===== config.mk =====
export PLATFORM = sky130hd
export DESIGN_NAME = commitment_update_fsm
export DESIGN_NICKNAME = d
export VERILOG_FILES = /design/src/rtl/cuf_pkg.sv /design/src/rtl/cuf_sermul.sv /design/src/rtl/cuf_serdiv.sv /design/src/rtl/commitment_update_fsm.sv
export VERILOG_INCLUDE_DIRS = /design/src /design/src/rtl
export SDC_FILE = /design/constraint.sdc
export NUM_CORES = 1
export LEC_CHECK = 0
export BUFFER_PORTS_ARGS = -buffer_cell sky130_fd_sc_hd__buf_2
export CAP_MARGIN = 10
export CELL_PAD_IN_SITES_DETAIL_PLACEMENT = 1
export CELL_PAD_IN_SITES_GLOBAL_PLACEMENT = 1
export CORE_ASPECT_RATIO = 1.25
export CORE_MARGIN = 2
export CORE_UTILIZATION = 55
export DETAILED_ROUTE_END_ITERATION = 10
export PLACE_DENSITY_LB_ADDON = 0.1
export RECOVER_POWER = 25
export SYNTH_ARGS = -nofsm -noshare
export SYNTH_HDL_FRONTEND = slang
export SYNTH_HIERARCHICAL = 1
export SYNTH_SLANG_ARGS = --single-unit

===== constraint.sdc =====
create_clock -name clk -period 13.1 [get_ports clk]
set_input_delay 0.655 -clock clk [delete_from_list [all_inputs] [get_ports clk]]
set_output_delay 0.655 -clock clk [all_outputs]
set_load 0.01 [all_outputs]

===== src/rtl/assert_macros.svh =====
// Assertion macros used by the commitment update block.
`ifndef ASSERT_MACROS_SVH
`define ASSERT_MACROS_SVH

// cons must hold in the same cycle as ante
`define CUF_ASSERT_IMPLY(name, clk_s, rst_s, ante, cons) \
	name: assert property (@(posedge clk_s) disable iff (!rst_s) (ante) |-> (cons)) \
		else $error("assertion failed: same-cycle implication");

// cons must hold in the cycle after ante
`define CUF_ASSERT_NEXT(name, clk_s, rst_s, ante, cons) \
	name: assert property (@(posedge clk_s) disable iff (!rst_s) (ante) |=> (cons)) \
		else $error("assertion failed: next-cycle implication");

// cond must never be seen
`define CUF_ASSERT_NEVER(name, clk_s, rst_s, cond) \
	name: assert property (@(posedge clk_s) disable iff (!rst_s) !(cond)) \
		else $error("assertion failed: forbidden condition");

`endif


===== src/rtl/cuf_pkg.sv =====
// Types, codes and constants of the commitment update block.
package cuf_pkg;

	localparam int ACT_W     = 2;
	localparam int OPT_W     = 2;
	localparam int QUAL_W    = 7;
	localparam int DRAW_W    = 14;
	localparam int PERIOD_W  = 16;
	localparam int RATE_W    = 16;
	localparam int SIGMA_W   = 10;
	localparam int CFG_W     = 16;
	localparam int CFG_IDX_W = 2;
	localparam int DEN_W     = 27;
	localparam int K_W       = 4;

	localparam logic [ACT_W-1:0] ACT_TICK   = 2'd0;
	localparam logic [ACT_W-1:0] ACT_AGENT  = 2'd1;
	localparam logic [ACT_W-1:0] ACT_BEACON = 2'd2;

	localparam logic [OPT_W-1:0] OPT_NONE = 2'd0;

	localparam logic [CFG_IDX_W-1:0] CFG_UPDATE_PERIOD = 2'd0;
	localparam logic [CFG_IDX_W-1:0] CFG_RATE_SCALE    = 2'd1;
	localparam logic [CFG_IDX_W-1:0] CFG_SIGMA_MILLI   = 2'd2;

	localparam logic [PERIOD_W-1:0] PERIOD_RST = 16'd400;
	localparam logic [RATE_W-1:0]   RATE_RST   = 16'd9920;
	localparam logic [SIGMA_W-1:0]  SIGMA_RST  = 10'd300;

	// divisors of the three threshold formulas
	localparam logic [DEN_W-1:0] DEN_QUAL = 27'd1000000;
	localparam logic [DEN_W-1:0] DEN_ABAN = 27'd100000;
	localparam logic [DEN_W-1:0] DEN_INH  = 27'd100000000;

	typedef struct packed {
		logic [ACT_W-1:0]  action;
		logic [OPT_W-1:0]  msg_option;
		logic [QUAL_W-1:0] msg_quality;
		logic [DRAW_W-1:0] random_draw;
	} cuf_item_t;

	typedef struct packed {
		logic [OPT_W-1:0]  commitment;
		logic [QUAL_W-1:0] own_quality;
		logic              changed;
		logic              update_fired;
	} cuf_result_t;

	// floor(q / 10) as (q * 205) >> 11, exact over the 7-bit range
	function automatic logic [K_W-1:0] quality_tenths(input logic [QUAL_W-1:0] q);
		logic [QUAL_W+7:0] p;
		p = (QUAL_W+8)'(q) * (QUAL_W+8)'(205);
		return p[QUAL_W+7:11];
	endfunction

endpackage


===== src/rtl/cuf_sermul.sv =====
// Shift-add multiplier, one multiplier bit per cycle.
module cuf_sermul #(
	parameter int AW = 40,
	parameter int BW = 16
) (
	input  logic          clk,
	input  logic          arst_n,
	input  logic          start,
	input  logic [AW-1:0] a,
	input  logic [BW-1:0] b,
	output logic          done,
	output logic [AW-1:0] p
);

	localparam int CW = $clog2(BW + 1);

	logic          busy_q;
	logic          done_q;
	logic [CW-1:0] cnt_q;
	logic [AW-1:0] a_q;
	logic [BW-1:0] b_q;
	logic [AW-1:0] acc_q;

	always_ff @(posedge clk or negedge arst_n) begin
		if (!arst_n) begin
			busy_q <= 1'b0;
			done_q <= 1'b0;
			cnt_q  <= '0;
		end else begin
			done_q <= 1'b0;
			if (start) begin
				busy_q <= 1'b1;
				cnt_q  <= CW'(BW);
			end else if (busy_q) begin
				cnt_q <= cnt_q - 1'b1;
				if (cnt_q == CW'(1)) begin
					busy_q <= 1'b0;
					done_q <= 1'b1;
				end
			end
		end
	end

	always_ff @(posedge clk) begin
		if (start) begin
			a_q   <= a;
			b_q   <= b;
			acc_q <= '0;
		end else if (busy_q) begin
			if (b_q[0]) begin
				acc_q <= acc_q + a_q;
			end
			a_q <= {a_q[AW-2:0], 1'b0};
			b_q <= {1'b0, b_q[BW-1:1]};
		end
	end

	assign done = done_q;
	assign p    = acc_q;

endmodule


===== src/rtl/cuf_serdiv.sv =====
// Restoring divider, one quotient bit per cycle.
module cuf_serdiv #(
	parameter int NW = 40,
	parameter int DW = 27
) (
	input  logic          clk,
	input  logic          arst_n,
	input  logic          start,
	input  logic [NW-1:0] num,
	input  logic [DW-1:0] den,
	output logic          done,
	output logic [NW-1:0] quot
);

	localparam int CW = $clog2(NW + 1);

	logic          busy_q;
	logic          done_q;
	logic [CW-1:0] cnt_q;
	logic [NW-1:0] num_q;
	logic [DW-1:0] den_q;
	logic [DW-1:0] rem_q;
	logic [DW:0]   trial;
	logic [DW:0]   diff;
	logic          ge;

	// numerator shifts out at the top, quotient bits shift in at the bottom
	assign trial = {rem_q, num_q[NW-1]};
	assign diff  = trial - {1'b0, den_q};
	assign ge    = trial >= {1'b0, den_q};

	always_ff @(posedge clk or negedge arst_n) begin
		if (!arst_n) begin
			busy_q <= 1'b0;
			done_q <= 1'b0;
			cnt_q  <= '0;
		end else begin
			done_q <= 1'b0;
			if (start) begin
				busy_q <= 1'b1;
				cnt_q  <= CW'(NW);
			end else if (busy_q) begin
				cnt_q <= cnt_q - 1'b1;
				if (cnt_q == CW'(1)) begin
					busy_q <= 1'b0;
					done_q <= 1'b1;
				end
			end
		end
	end

	always_ff @(posedge clk) begin
		if (start) begin
			num_q <= num;
			den_q <= den;
			rem_q <= '0;
		end else if (busy_q) begin
			rem_q <= ge ? diff[DW-1:0] : trial[DW-1:0];
			num_q <= {num_q[NW-2:0], ge};
		end
	end

	assign done = done_q;
	assign quot = num_q;

endmodule


===== src/rtl/commitment_update_fsm.sv =====
// Commitment update block: tick counter, message latches, serial threshold engine.
// Messages, ignored actions and ticks that do not fire load the result directly,
// or through EMIT while the output is held. A firing tick runs RSP, then at most
// two thresholds on the shift-add multiplier and restoring divider, abandonment
// on the divider only; no item is taken meanwhile. NW = 26 + clog2(PROB_RANGE+1).
// Reset clears all agent state and loads the default configuration.
`include "assert_macros.svh"

module commitment_update_fsm #(
	parameter int PROB_RANGE = 10000
) (
	input  logic                                clk,
	input  logic                                arst_n,
	input  logic                                item_valid,
	output logic                                item_ready,
	input  cuf_pkg::cuf_item_t                  item,
	output logic                                result_valid,
	input  logic                                result_ready,
	output cuf_pkg::cuf_result_t                result,
	input  logic                                cfg_we,
	input  logic [cuf_pkg::CFG_IDX_W-1:0]       cfg_index,
	input  logic [cuf_pkg::CFG_W-1:0]           cfg_wdata
);

	localparam int PW    = $clog2(PROB_RANGE + 1);
	localparam int RSP_W = cuf_pkg::RATE_W + PW;
	localparam int NW    = RSP_W + cuf_pkg::SIGMA_W;
	localparam int TW    = NW + 1;
	localparam int DW    = cuf_pkg::DEN_W;
	localparam int QW    = cuf_pkg::QUAL_W;
	localparam int OW    = cuf_pkg::OPT_W;

	localparam logic [2:0] ST_IDLE = 3'd0;
	localparam logic [2:0] ST_RSP  = 3'd1;
	localparam logic [2:0] ST_JOB  = 3'd2;
	localparam logic [2:0] ST_MUL  = 3'd3;
	localparam logic [2:0] ST_DIV  = 3'd4;
	localparam logic [2:0] ST_EMIT = 3'd5;

	// thresholds: discovery, recruitment, abandonment, inhibition
	localparam logic [1:0] JOB_D = 2'd0;
	localparam logic [1:0] JOB_R = 2'd1;
	localparam logic [1:0] JOB_A = 2'd2;
	localparam logic [1:0] JOB_I = 2'd3;

	logic [cuf_pkg::PERIOD_W-1:0] update_period_q;
	logic [cuf_pkg::RATE_W-1:0]   rate_scale_q;
	logic [cuf_pkg::SIGMA_W-1:0]  sigma_milli_q;

	logic [OW-1:0]                commit_state_q;
	logic [QW-1:0]                commit_quality_q;
	logic [OW-1:0]                agent_option_q;
	logic [QW-1:0]                agent_quality_q;
	logic                         agent_seen_q;
	logic [OW-1:0]                beacon_option_q;
	logic [QW-1:0]                beacon_quality_q;
	logic                         beacon_seen_q;
	logic [cuf_pkg::PERIOD_W-1:0] elapsed_q;

	logic [2:0]                   state_q;
	logic [1:0]                   job_q;
	logic                         chg_q;
	logic                         fired_q;
	logic                         result_valid_q;
	cuf_pkg::cuf_result_t         result_q;
	logic [RSP_W-1:0]             rsp_q;
	logic [TW-1:0]                thr1_q;
	logic [cuf_pkg::DRAW_W-1:0]   draw_q;

	logic                         acc;
	logic                         fire;
	logic                         out_free;
	logic                         load_now;
	logic                         emit_now;
	logic [cuf_pkg::PERIOD_W-1:0] elapsed_inc;
	logic [cuf_pkg::K_W-1:0]      k;
	logic                         agent_live;
	logic                         inh_live;
	logic                         job_skip;
	logic                         step_done;

	logic                         mul_start;
	logic [NW-1:0]                mul_a;
	logic [cuf_pkg::RATE_W-1:0]   mul_b;
	logic                         mul_done;
	logic [NW-1:0]                mul_p;
	logic                         div_start;
	logic [NW-1:0]                div_num;
	logic [DW-1:0]                div_den;
	logic                         div_done;
	logic [NW-1:0]                div_quot;

	logic [TW-1:0]                thr_new;
	logic [TW:0]                  thr_sum;
	logic [TW:0]                  draw_ext;
	logic                         le_first;
	logic                         le_new;
	logic                         le_sum;

	assign item_ready   = state_q == ST_IDLE;
	assign acc          = item_valid && item_ready;
	assign elapsed_inc  = (elapsed_q == '1) ? elapsed_q : elapsed_q + 1'b1;
	assign fire         = (item.action == cuf_pkg::ACT_TICK) && (elapsed_inc > update_period_q);
	assign out_free     = !result_valid_q || result_ready;
	assign load_now     = acc && !fire && out_free;
	assign emit_now     = (state_q == ST_EMIT) && out_free;

	assign k          = cuf_pkg::quality_tenths(commit_quality_q);
	assign agent_live = agent_seen_q && (agent_option_q != cuf_pkg::OPT_NONE);
	assign inh_live   = agent_live && (agent_option_q != commit_state_q);

	always_comb begin
		unique case (job_q)
			JOB_D:   job_skip = !beacon_seen_q;
			JOB_R:   job_skip = !agent_live;
			JOB_A:   job_skip = k == '0;
			JOB_I:   job_skip = !inh_live;
			default: job_skip = 1'b1;
		endcase
	end

	assign step_done = ((state_q == ST_JOB) && job_skip) || ((state_q == ST_DIV) && div_done);

	// a skipped threshold counts as 1
	assign thr_new  = (state_q == ST_DIV) ? TW'(div_quot) + TW'(1) : TW'(1);
	assign thr_sum  = (TW+1)'(thr1_q) + (TW+1)'(thr_new);
	assign draw_ext = (TW+1)'(draw_q);
	assign le_first = draw_ext <= (TW+1)'(thr1_q);
	assign le_new   = draw_ext <= (TW+1)'(thr_new);
	assign le_sum   = draw_ext <= thr_sum;

	always_comb begin
		mul_start = (acc && fire) ||
			((state_q == ST_JOB) && !job_skip && (job_q != JOB_A));
		mul_a     = (state_q == ST_IDLE) ? NW'(PROB_RANGE) : NW'(rsp_q);
		case (job_q)
			JOB_D:   mul_b = cuf_pkg::RATE_W'(beacon_quality_q);
			JOB_R:   mul_b = cuf_pkg::RATE_W'(agent_quality_q);
			JOB_I:   mul_b = cuf_pkg::RATE_W'(sigma_milli_q);
			default: mul_b = '0;
		endcase
		if (state_q == ST_IDLE) begin
			mul_b = rate_scale_q;
		end
		div_start = ((state_q == ST_JOB) && !job_skip && (job_q == JOB_A)) ||
			((state_q == ST_MUL) && mul_done);
		div_num   = (state_q == ST_JOB) ? NW'(rsp_q) : mul_p;
		case (job_q)
			JOB_A:   div_den = DW'(cuf_pkg::DEN_ABAN * DW'(k));
			JOB_I:   div_den = cuf_pkg::DEN_INH;
			default: div_den = cuf_pkg::DEN_QUAL;
		endcase
	end

	cuf_sermul #(
		.AW (NW),
		.BW (cuf_pkg::RATE_W)
	) u_mul (
		.clk    (clk),
		.arst_n (arst_n),
		.start  (mul_start),
		.a      (mul_a),
		.b      (mul_b),
		.done   (mul_done),
		.p      (mul_p)
	);

	cuf_serdiv #(
		.NW (NW),
		.DW (DW)
	) u_div (
		.clk    (clk),
		.arst_n (arst_n),
		.start  (div_start),
		.num    (div_num),
		.den    (div_den),
		.done   (div_done),
		.quot   (div_quot)
	);

	always_ff @(posedge clk or negedge arst_n) begin
		if (!arst_n) begin
			update_period_q  <= cuf_pkg::PERIOD_RST;
			rate_scale_q     <= cuf_pkg::RATE_RST;
			sigma_milli_q    <= cuf_pkg::SIGMA_RST;
			commit_state_q   <= '0;
			commit_quality_q <= '0;
			agent_option_q   <= '0;
			agent_quality_q  <= '0;
			agent_seen_q     <= 1'b0;
			beacon_option_q  <= '0;
			beacon_quality_q <= '0;
			beacon_seen_q    <= 1'b0;
			elapsed_q        <= '0;
			state_q          <= ST_IDLE;
			job_q            <= JOB_D;
			chg_q            <= 1'b0;
			fired_q          <= 1'b0;
			result_valid_q   <= 1'b0;
		end else begin
			if (cfg_we) begin
				unique case (cfg_index)
					cuf_pkg::CFG_UPDATE_PERIOD: update_period_q <= cfg_wdata;
					cuf_pkg::CFG_RATE_SCALE:    rate_scale_q    <= cfg_wdata;
					cuf_pkg::CFG_SIGMA_MILLI:   sigma_milli_q   <= cfg_wdata[cuf_pkg::SIGMA_W-1:0];
					default: ;
				endcase
			end

			if (load_now || emit_now) begin
				result_valid_q <= 1'b1;
			end else if (result_ready) begin
				result_valid_q <= 1'b0;
			end

			unique case (state_q)
				ST_IDLE: begin
					if (acc) begin
						case (item.action)
							cuf_pkg::ACT_TICK: begin
								elapsed_q <= fire ? '0 : elapsed_inc;
							end
							cuf_pkg::ACT_AGENT: begin
								agent_option_q  <= item.msg_option;
								agent_quality_q <= item.msg_quality;
								agent_seen_q    <= 1'b1;
							end
							cuf_pkg::ACT_BEACON: begin
								beacon_option_q  <= item.msg_option;
								beacon_quality_q <= item.msg_quality;
								beacon_seen_q    <= 1'b1;
							end
							default: ;
						endcase
						chg_q   <= 1'b0;
						fired_q <= fire;
						if (fire) begin
							state_q <= ST_RSP;
						end else if (!out_free) begin
							state_q <= ST_EMIT;
						end
					end
				end
				ST_RSP: begin
					if (mul_done) begin
						job_q   <= (commit_state_q == cuf_pkg::OPT_NONE) ? JOB_D : JOB_A;
						state_q <= ST_JOB;
					end
				end
				ST_JOB: begin
					if (!job_skip) begin
						state_q <= (job_q == JOB_A) ? ST_DIV : ST_MUL;
					end
				end
				ST_MUL: begin
					if (mul_done) begin
						state_q <= ST_DIV;
					end
				end
				ST_DIV: ;
				ST_EMIT: begin
					if (out_free) begin
						state_q <= ST_IDLE;
					end
				end
				default: state_q <= ST_IDLE;
			endcase

			if (step_done) begin
				unique case (job_q)
					JOB_D: begin
						job_q   <= JOB_R;
						state_q <= ST_JOB;
					end
					JOB_R: begin
						agent_seen_q  <= 1'b0;
						beacon_seen_q <= 1'b0;
						state_q       <= ST_EMIT;
						if (le_first) begin
							commit_state_q   <= beacon_option_q;
							commit_quality_q <= beacon_quality_q;
							chg_q            <= 1'b1;
						end else if (le_sum) begin
							commit_state_q   <= agent_option_q;
							commit_quality_q <= agent_quality_q;
							chg_q            <= 1'b1;
						end
					end
					JOB_A: begin
						// own quality below ten: always abandon
						if ((k == '0) || le_new) begin
							commit_state_q   <= cuf_pkg::OPT_NONE;
							commit_quality_q <= '0;
							chg_q            <= 1'b1;
							agent_seen_q     <= 1'b0;
							beacon_seen_q    <= 1'b0;
							state_q          <= ST_EMIT;
						end else begin
							job_q   <= JOB_I;
							state_q <= ST_JOB;
						end
					end
					JOB_I: begin
						agent_seen_q  <= 1'b0;
						beacon_seen_q <= 1'b0;
						state_q       <= ST_EMIT;
						if (le_sum) begin
							commit_state_q   <= cuf_pkg::OPT_NONE;
							commit_quality_q <= '0;
							chg_q            <= 1'b1;
						end
					end
					default: ;
				endcase
			end
		end
	end

	always_ff @(posedge clk) begin
		if (acc) begin
			draw_q <= item.random_draw;
		end
		if ((state_q == ST_RSP) && mul_done) begin
			rsp_q <= mul_p[RSP_W-1:0];
		end
		if (step_done && ((job_q == JOB_D) || (job_q == JOB_A))) begin
			thr1_q <= thr_new;
		end
		if (load_now || emit_now) begin
			result_q.commitment   <= commit_state_q;
			result_q.own_quality  <= commit_quality_q;
			result_q.changed      <= emit_now && chg_q;
			result_q.update_fired <= emit_now && fired_q;
		end
	end

	assign result_valid = result_valid_q;
	assign result       = result_q;

	`CUF_ASSERT_NEVER(a_units_overlap, clk, arst_n, mul_done && div_done)
	`CUF_ASSERT_NEXT(a_fire_restarts, clk, arst_n, acc && fire, (elapsed_q == '0) && (state_q == ST_RSP))
	`CUF_ASSERT_IMPLY(a_change_needs_fire, clk, arst_n, result_valid_q, !result_q.changed || result_q.update_fired)

endmodule

## Yosys cells after proc, flatten, opt, wreduce, memory -nomap -nowiden

Index checks and enable logic that the tools add are counted.

- Bits in registers: 396
- Bits of input ports: 48
- Output and inout port bits: 13
- Word-level logic and storage cells: 211

- $add $sub $neg: 7
- Multipliers: 2
- $lt $le $gt $ge: 5
- Equal/unequal tests: 27
- Muxes and demuxes: 81
- Reduce and logical (&&, ||, !) cells: 53

Operators by type and width:

| kind | count |
|---|---|
| 40-bit two-way mux | 5 |
| 14-bit by 41-bit <= comparator with 1-bit output | 2 |
| 16-bit two-way mux | 5 |
| 27-bit case mux with 2 select lines | 1 |
| 41-bit by 41-bit adder with 42-bit output | 1 |
| 14-bit by 42-bit <= comparator with 1-bit output | 1 |
| 40-bit by 1-bit adder with 41-bit output, second input constant | 1 |
| 41-bit two-way mux | 1 |
| 40-bit adder | 1 |
| 1-bit two-way mux | 30 |
| 3-bit two-way mux | 10 |
| 30-bit two-way mux | 1 |
| 10-bit case mux with 3 select lines | 1 |
| 28-bit by 27-bit >= comparator with 1-bit output | 1 |
| 7-bit two-way mux | 4 |
| 27-bit two-way mux | 1 |
| 27-bit subtractor | 1 |
| 7-bit case mux with 3 select lines | 1 |
| 1-bit logical AND | 18 |
| 2-bit two-way mux | 9 |
| 3-bit case mux with 6 select lines | 1 |
| 16-bit by 1-bit adder with 16-bit output, second input constant | 1 |
| 16-bit equality test, second input constant | 1 |
| 16-bit greater-than comparator | 1 |
| other kinds (38) | 76 |

## Depth between registers and ports, before layout

- Word-level depth: 10
- Gate-level depth with buffers: 31
- Gate-level depth less buffers: 31

## Modules after synthesis

Netlist, hierarchy kept.

By module, submodules not included:

| module | instances | cells an instance | area each (um2) | sequential area each (um2) |
|---|---|---|---|---|
| commitment_update_fsm | 1 | 1593 | 15089.5 | 5275.1 |
| cuf_sermul | 1 | 643 | 6346.1 | 2657.5 |
| cuf_serdiv | 1 | 534 | 5723.0 | 2752.6 |

## Worst setup path before layout

Ideal clock, no wire load.

- Path type: reg-to-reg
- Start point: register commit_quality_q[4]
- End point: register u_div.num_q[0], in the netlist u_div/quot[0], enable pin
- Library setup time: 0.394 ns
- Arrival: 8.144 ns
- Required time: 12.706 ns
- Setup slack: 4.561 ns
- Cell stages (with the launch flop): 28
- Path buffers: 3
- Clock period less this slack: 8.539 ns
- Path through: dfrtp_1 > ha_1 > ha_1 > fa_1 > inv_1 > fa_1 > inv_1 > ha_1 > a31o_2 > a21o_1 > a21o_1 > a21o_1 > a21o_1 > a21oi_1 > o21bai_1 > xor2_1 > inv_1 > ha_1 > nand2_1 > nand3_1 > nor2_1 > a21oi_1 > nor3_1 > clkbuf_1 > buf_1 > nor2_1 > clkbuf_1 > inv_1

- Longest elaborated chain between the ends: 8

Ends and longest elaborated chain:

| element | line | source |
|---|---|---|
| from (decl) | commitment_update_fsm.sv:51 | `logic [QW-1:0] commit_quality_q;` |
| from (signal assigned) | commitment_update_fsm.sv:281 | `commit_quality_q <= beacon_quality_q;` |
| from (signal assigned) | commitment_update_fsm.sv:285 | `commit_quality_q <= agent_quality_q;` |
| 7-bit by 8-bit multiplier with 15-bit output | cuf_pkg.sv:52 | `p = (QUAL_W+8)'(q) * (QUAL_W+8)'(205);` |
| 4-bit zero test | commitment_update_fsm.sv:116 | `JOB_A: job_skip = k == '0;` |
| 1-bit case mux with 4 select lines | commitment_update_fsm.sv:113 | `unique case (job_q)` |
| 1-bit zero test | - |  |
| 1-bit logical AND (2 in a row) | commitment_update_fsm.sv:145 | `div_start = ((state_q == ST_JOB) && !job_skip && (job_q == JOB_A)) \|\|` |
| 1-bit logical OR | commitment_update_fsm.sv:145 |  |
| named net div_start | commitment_update_fsm.sv:87 | `logic div_start;` |
| 2-bit nonzero test (no source line) | - |  |
| to (signal assigned) | cuf_serdiv.sv:54 | `num_q <= num;` |
| to (signal assigned) | cuf_serdiv.sv:59 | `num_q <= {num_q[NW-2:0], ge};` |
| to (decl) | cuf_serdiv.sv:20 | `logic [NW-1:0] num_q;` |

The timed path passes the listed nets, and every way through them passes these cells.
A chain may end at the register's enable or synchronous reset.

## Worst setup path after layout

- Start point: register commit_quality_q[4]
- End point: register u_div.den_q[19], data pin

- Longest elaborated chain between the ends: 3

Ends and longest elaborated chain:

| element | line | source |
|---|---|---|
| 7-bit by 8-bit multiplier with 15-bit output | cuf_pkg.sv:52 |  |
| 12-bit by 4-bit multiplier with 16-bit output | commitment_update_fsm.sv:149 | `JOB_A: div_den = DW'(cuf_pkg::DEN_ABAN * DW'(k));` |
| 27-bit case mux with 2 select lines | commitment_update_fsm.sv:148 | `case (job_q)` |
| named net div_den[19] | commitment_update_fsm.sv:89 | `logic [DW-1:0] div_den;` |
| to (signal assigned) | cuf_serdiv.sv:55 | `den_q <= den;` |
| to (decl) | cuf_serdiv.sv:21 | `logic [DW-1:0] den_q;` |

The timed path passes the listed nets, and every way through them passes these cells.

==> results.md <==
* CTS Sinks at ~400
* Die Y at 252 um
* Final net count at 3089
* Overall Global Routing Usage at 0.309
* Yosys warns at 6
* Number of max-cap violations at 3
* Max Clk Rate at 134 MHz
* Final GP Congestion at 0.935
* Slew Limit Fails at 147
* Nature of the critical path startpoint: flip-flop
* Largest net degree at the start of global routing at 77
* Worst R2R End: u_div/den_q[19]
* Reg area at 10700 um2
* Ys async rst share at 0.278
* Status: complete, but fails checks
* Congestion Overflow GR at 0
* Max H-tree Level at 2
* Fin crit share at 0.570
* Drt wl/cell at 22.7 um
* Finished Cell Area at 29600 um2
* Post-Route WL at 79200 um
* Sw Ratio at 0.453
* Crit path kind: flip-flop to flip-flop
* DP Area at between 20000 and 30000 um2
* Fin. Hold Viols at 0
* Clock Power Share at 0.166
* Post-synth EDFFs at 219
* Filler cells at 5519
* Ys flop type: edfxtp_1
* # port buffers at 60
* Slew margin rel. at -1.84
* CTS tree: done
* Post-CTS Repair Setup Buffers at 0
* First-pass DRT Iterations at 5
* CP max stage cell: fa_1
* Largest area contributor in the netlist: edfxtp_1
* Worst-margin pin slew at between 4000 and 5000 ps
* Finish-stage setup viols at 0
* Switching pwr at 3680 uW
* Leakage power at 0.0122 uW
* Commonest non-fill, non-tap cells in the layout: nand2_1 (238), ha_1 (225), edfxtp_1 (219)
* Synth unique cells at 107
* Crit path capture: u_div/den_q[19]
* Syn Inst Count at 2770
* Clock Path Buffers at 3
* Maximum VDD drop at 0.000153 V
* Initial Utilization at 0.553
* Most common cell after layout, fill and taps aside: nand2_1
* Area delta synth->final at 8.97%
* Slowest stage delay, CP at about 520 ps
* Synth area leaders: edfxtp_1 (24%), ha_1 (10%), dfrtp_1 (9.0%)
* Post-Syn Area at 27200 um2
* Seq/Total Area, Yosys at 0.393
* Row count at 91
* R2R Setup Slk at 5640 ps
* Min-Delay Path Class: primary input to flip-flop
* Initial antenna violation count at 2
* Vias per cell at 6.22
* Clk_lat worst skew at 600 ps
* R2R cell count at 30
* Footprint of the multi-input gates at around 16000 um2
* CP max FO at 6
* Hold Worst Slack at 244 ps
* Clock-pin slew on the worst setup and hold paths at 60 ps
* Core area at 49100 um2
* Die W at 203 um
* Vias in the first global route at 23400
* Layout cells sized above 1 at 0.136
* Via count at 21800
* Drt initial violations at 1221
* Dpl cells at between 3000 and 4000
* Unrepaired setup endpoints after global routing: no
* Final HPWL DP at 58400 um
* Comb pwr share at 0.569
* Power Density at 274 nW/um2
* Synth top area share at 0.242
* Worst r2r src: commit_quality_q[4]
* Arr. time, crit path at 7760 ps
* CP Capture Type: flip-flop
* Mean post-synth cell area at 9.80 um2
* CTS resizes at 0
* Total power at 8120 uW
* Clk root buf: clkbuf_16
* Setup TNS at 0 ps
* DRC at 0
* First-pass GRT wire length at between 100000 and 150000 um
* Yosys reg bits at 396
* Worst EP required at 13390 ps
* Layout Cells excl Fill at roughly 3500
* Number of buffers created by CTS at 46
* Post-Route Skew at about 18 ps
* Minimum clock period at 7460 ps
* Die ar. at a little over 50000 um2
* Sequential share of power at 0.265
* DRT antenna net count at 0
* Internal power at 4440 uW
* # IOs at 61
* CP dominant cell by count: ha_1
* Hold depth at 1
* Failing checks: max-capacitance violations, max-slew violations
* Worst setup path start: commit_quality_q[4]
power by group through the flow:
| stage | Sequential (uW) | Combinational [uW] | Clock, uW |
|---|---|---|---|
| after detailed placement | 2160 | 4490 | 0 |
| final | 2150 | 4620 | 1350 |
| after floorplan | 2020 | 3400 | 0 |
| after global routing | 2200 | 5080 | 1420 |
| after CTS | 2150 | 4600 | 1370 |
| after global placement | 2140 | 4260 | 0 |
repair_timing:
item / in CTS / in global routing
setup endpoints to repair: 0 / 0
endpoints found under the hold margin: 10 / 0
hold buffers: 1 / 0
flip-flops by register name, summed over array words and instances (netlist names), 6 cells and up:
signal / cells
u_div/quot: 40
u_div/rem_q: 27
thr1_q: 41
update_period_q: 16
sigma_milli_q: 10
u_div/cnt_q: 6
result: 11
beacon_quality_q: 7
u_div/den_q: 27
rate_scale_q: 16
elapsed_q: 16
u_mul/a_q: 40
commit_quality_q: 7
draw_q: 14
u_mul/b_q: 16
agent_quality_q: 7
u_mul/p: 40
rsp_q: 30
final cells by class:
class                      count  area share
clock buffer                  58      0.0414
sequential                   396       0.361
clock inverter                28      0.0120
inverter                     146      0.0185
tap                          651      0.0275
timing repair buffer          83      0.0149
antenna                        2    0.000169
multi-input combinational   2132       0.524
critical path: cells and delay by family (launching register included):
family	cells	cell delay [ps]
compound gates	15	2950
fa+ha+maj	8	2750
xor+xnor	3	600
flops	1	460
simple gates	2	280
buf+inv	2	100
worst min path at each step:
stage                    startpoint                end  slack [ps]
detailed placement  u_div/rem_q[19]    u_div/rem_q[19]         470
global route               item[10]         draw_q[10]         230
finish                     item[10]         draw_q[10]         240
CTS                         item[7]          draw_q[7]         220
floorplan                    arst_n  agent_option_q[0]         360
global placement    u_div/rem_q[12]    u_div/rem_q[12]         460
synth_stat cells (8+ instances only):
master	number
nor3_1	54
a31oi_1	14
xnor2_1	85
a211oi_1	42
fa_1	11
o21a_1	37
o2111ai_1	10
o211ai_1	25
and3_1	21
xor2_1	58
dfstp_2	12
nand4_1	50
nor2b_1	58
dfrtp_1	98
nor4_1	28
o21ai_1	17
o221ai_1	8
nand2_1	238
nand3b_1	18
edfxtp_1	219
nand3_1	61
a21boi_0	8
and2_1	24
ha_1	225
or3_1	15
a22o_1	10
inv_1	144
or2_2	11
o21bai_1	15
buf_2	12
nor3b_1	9
nor2_1	197
o21ai_0	124
dfxtp_1	67
nand2b_1	36
mux2_2	178
a21oi_1	184
a21o_1	54
and4_1	10
clkbuf_1	84
mux2i_1	44
cell families after synthesis:
group / count (synthesis) / share of synthesized area
AOI/OAI and AO/OA: 654 / 0.161
other: 1 / 0.000138
and+or+nand+nor: 856 / 0.157
xor gates and xnor gates: 143 / 0.0461
DFF: 396 / 0.393
adders and majority gates: 236 / 0.112
muxes: 227 / 0.0926
buffers and inverters: 257 / 0.0383
stage by stage:
stage	setup WS, ps	util
after global placement	6040	0.572
after detailed placement	5720	0.572
final	5640	0.603
after CTS	5620	0.604
after global routing	5240	0.603
after floorplan	4560	-
routing by layer:
metal	GRT usage	share of wire	up-vias
met1	0.378	0.42	11000
met3	0.0282	0.026	166
met4	0.121	0.036	0
li1	-	-	10200
met5	0	0	-
met2	0.562	0.51	408
No activity file was read; power rests on OpenSTA's default activity.
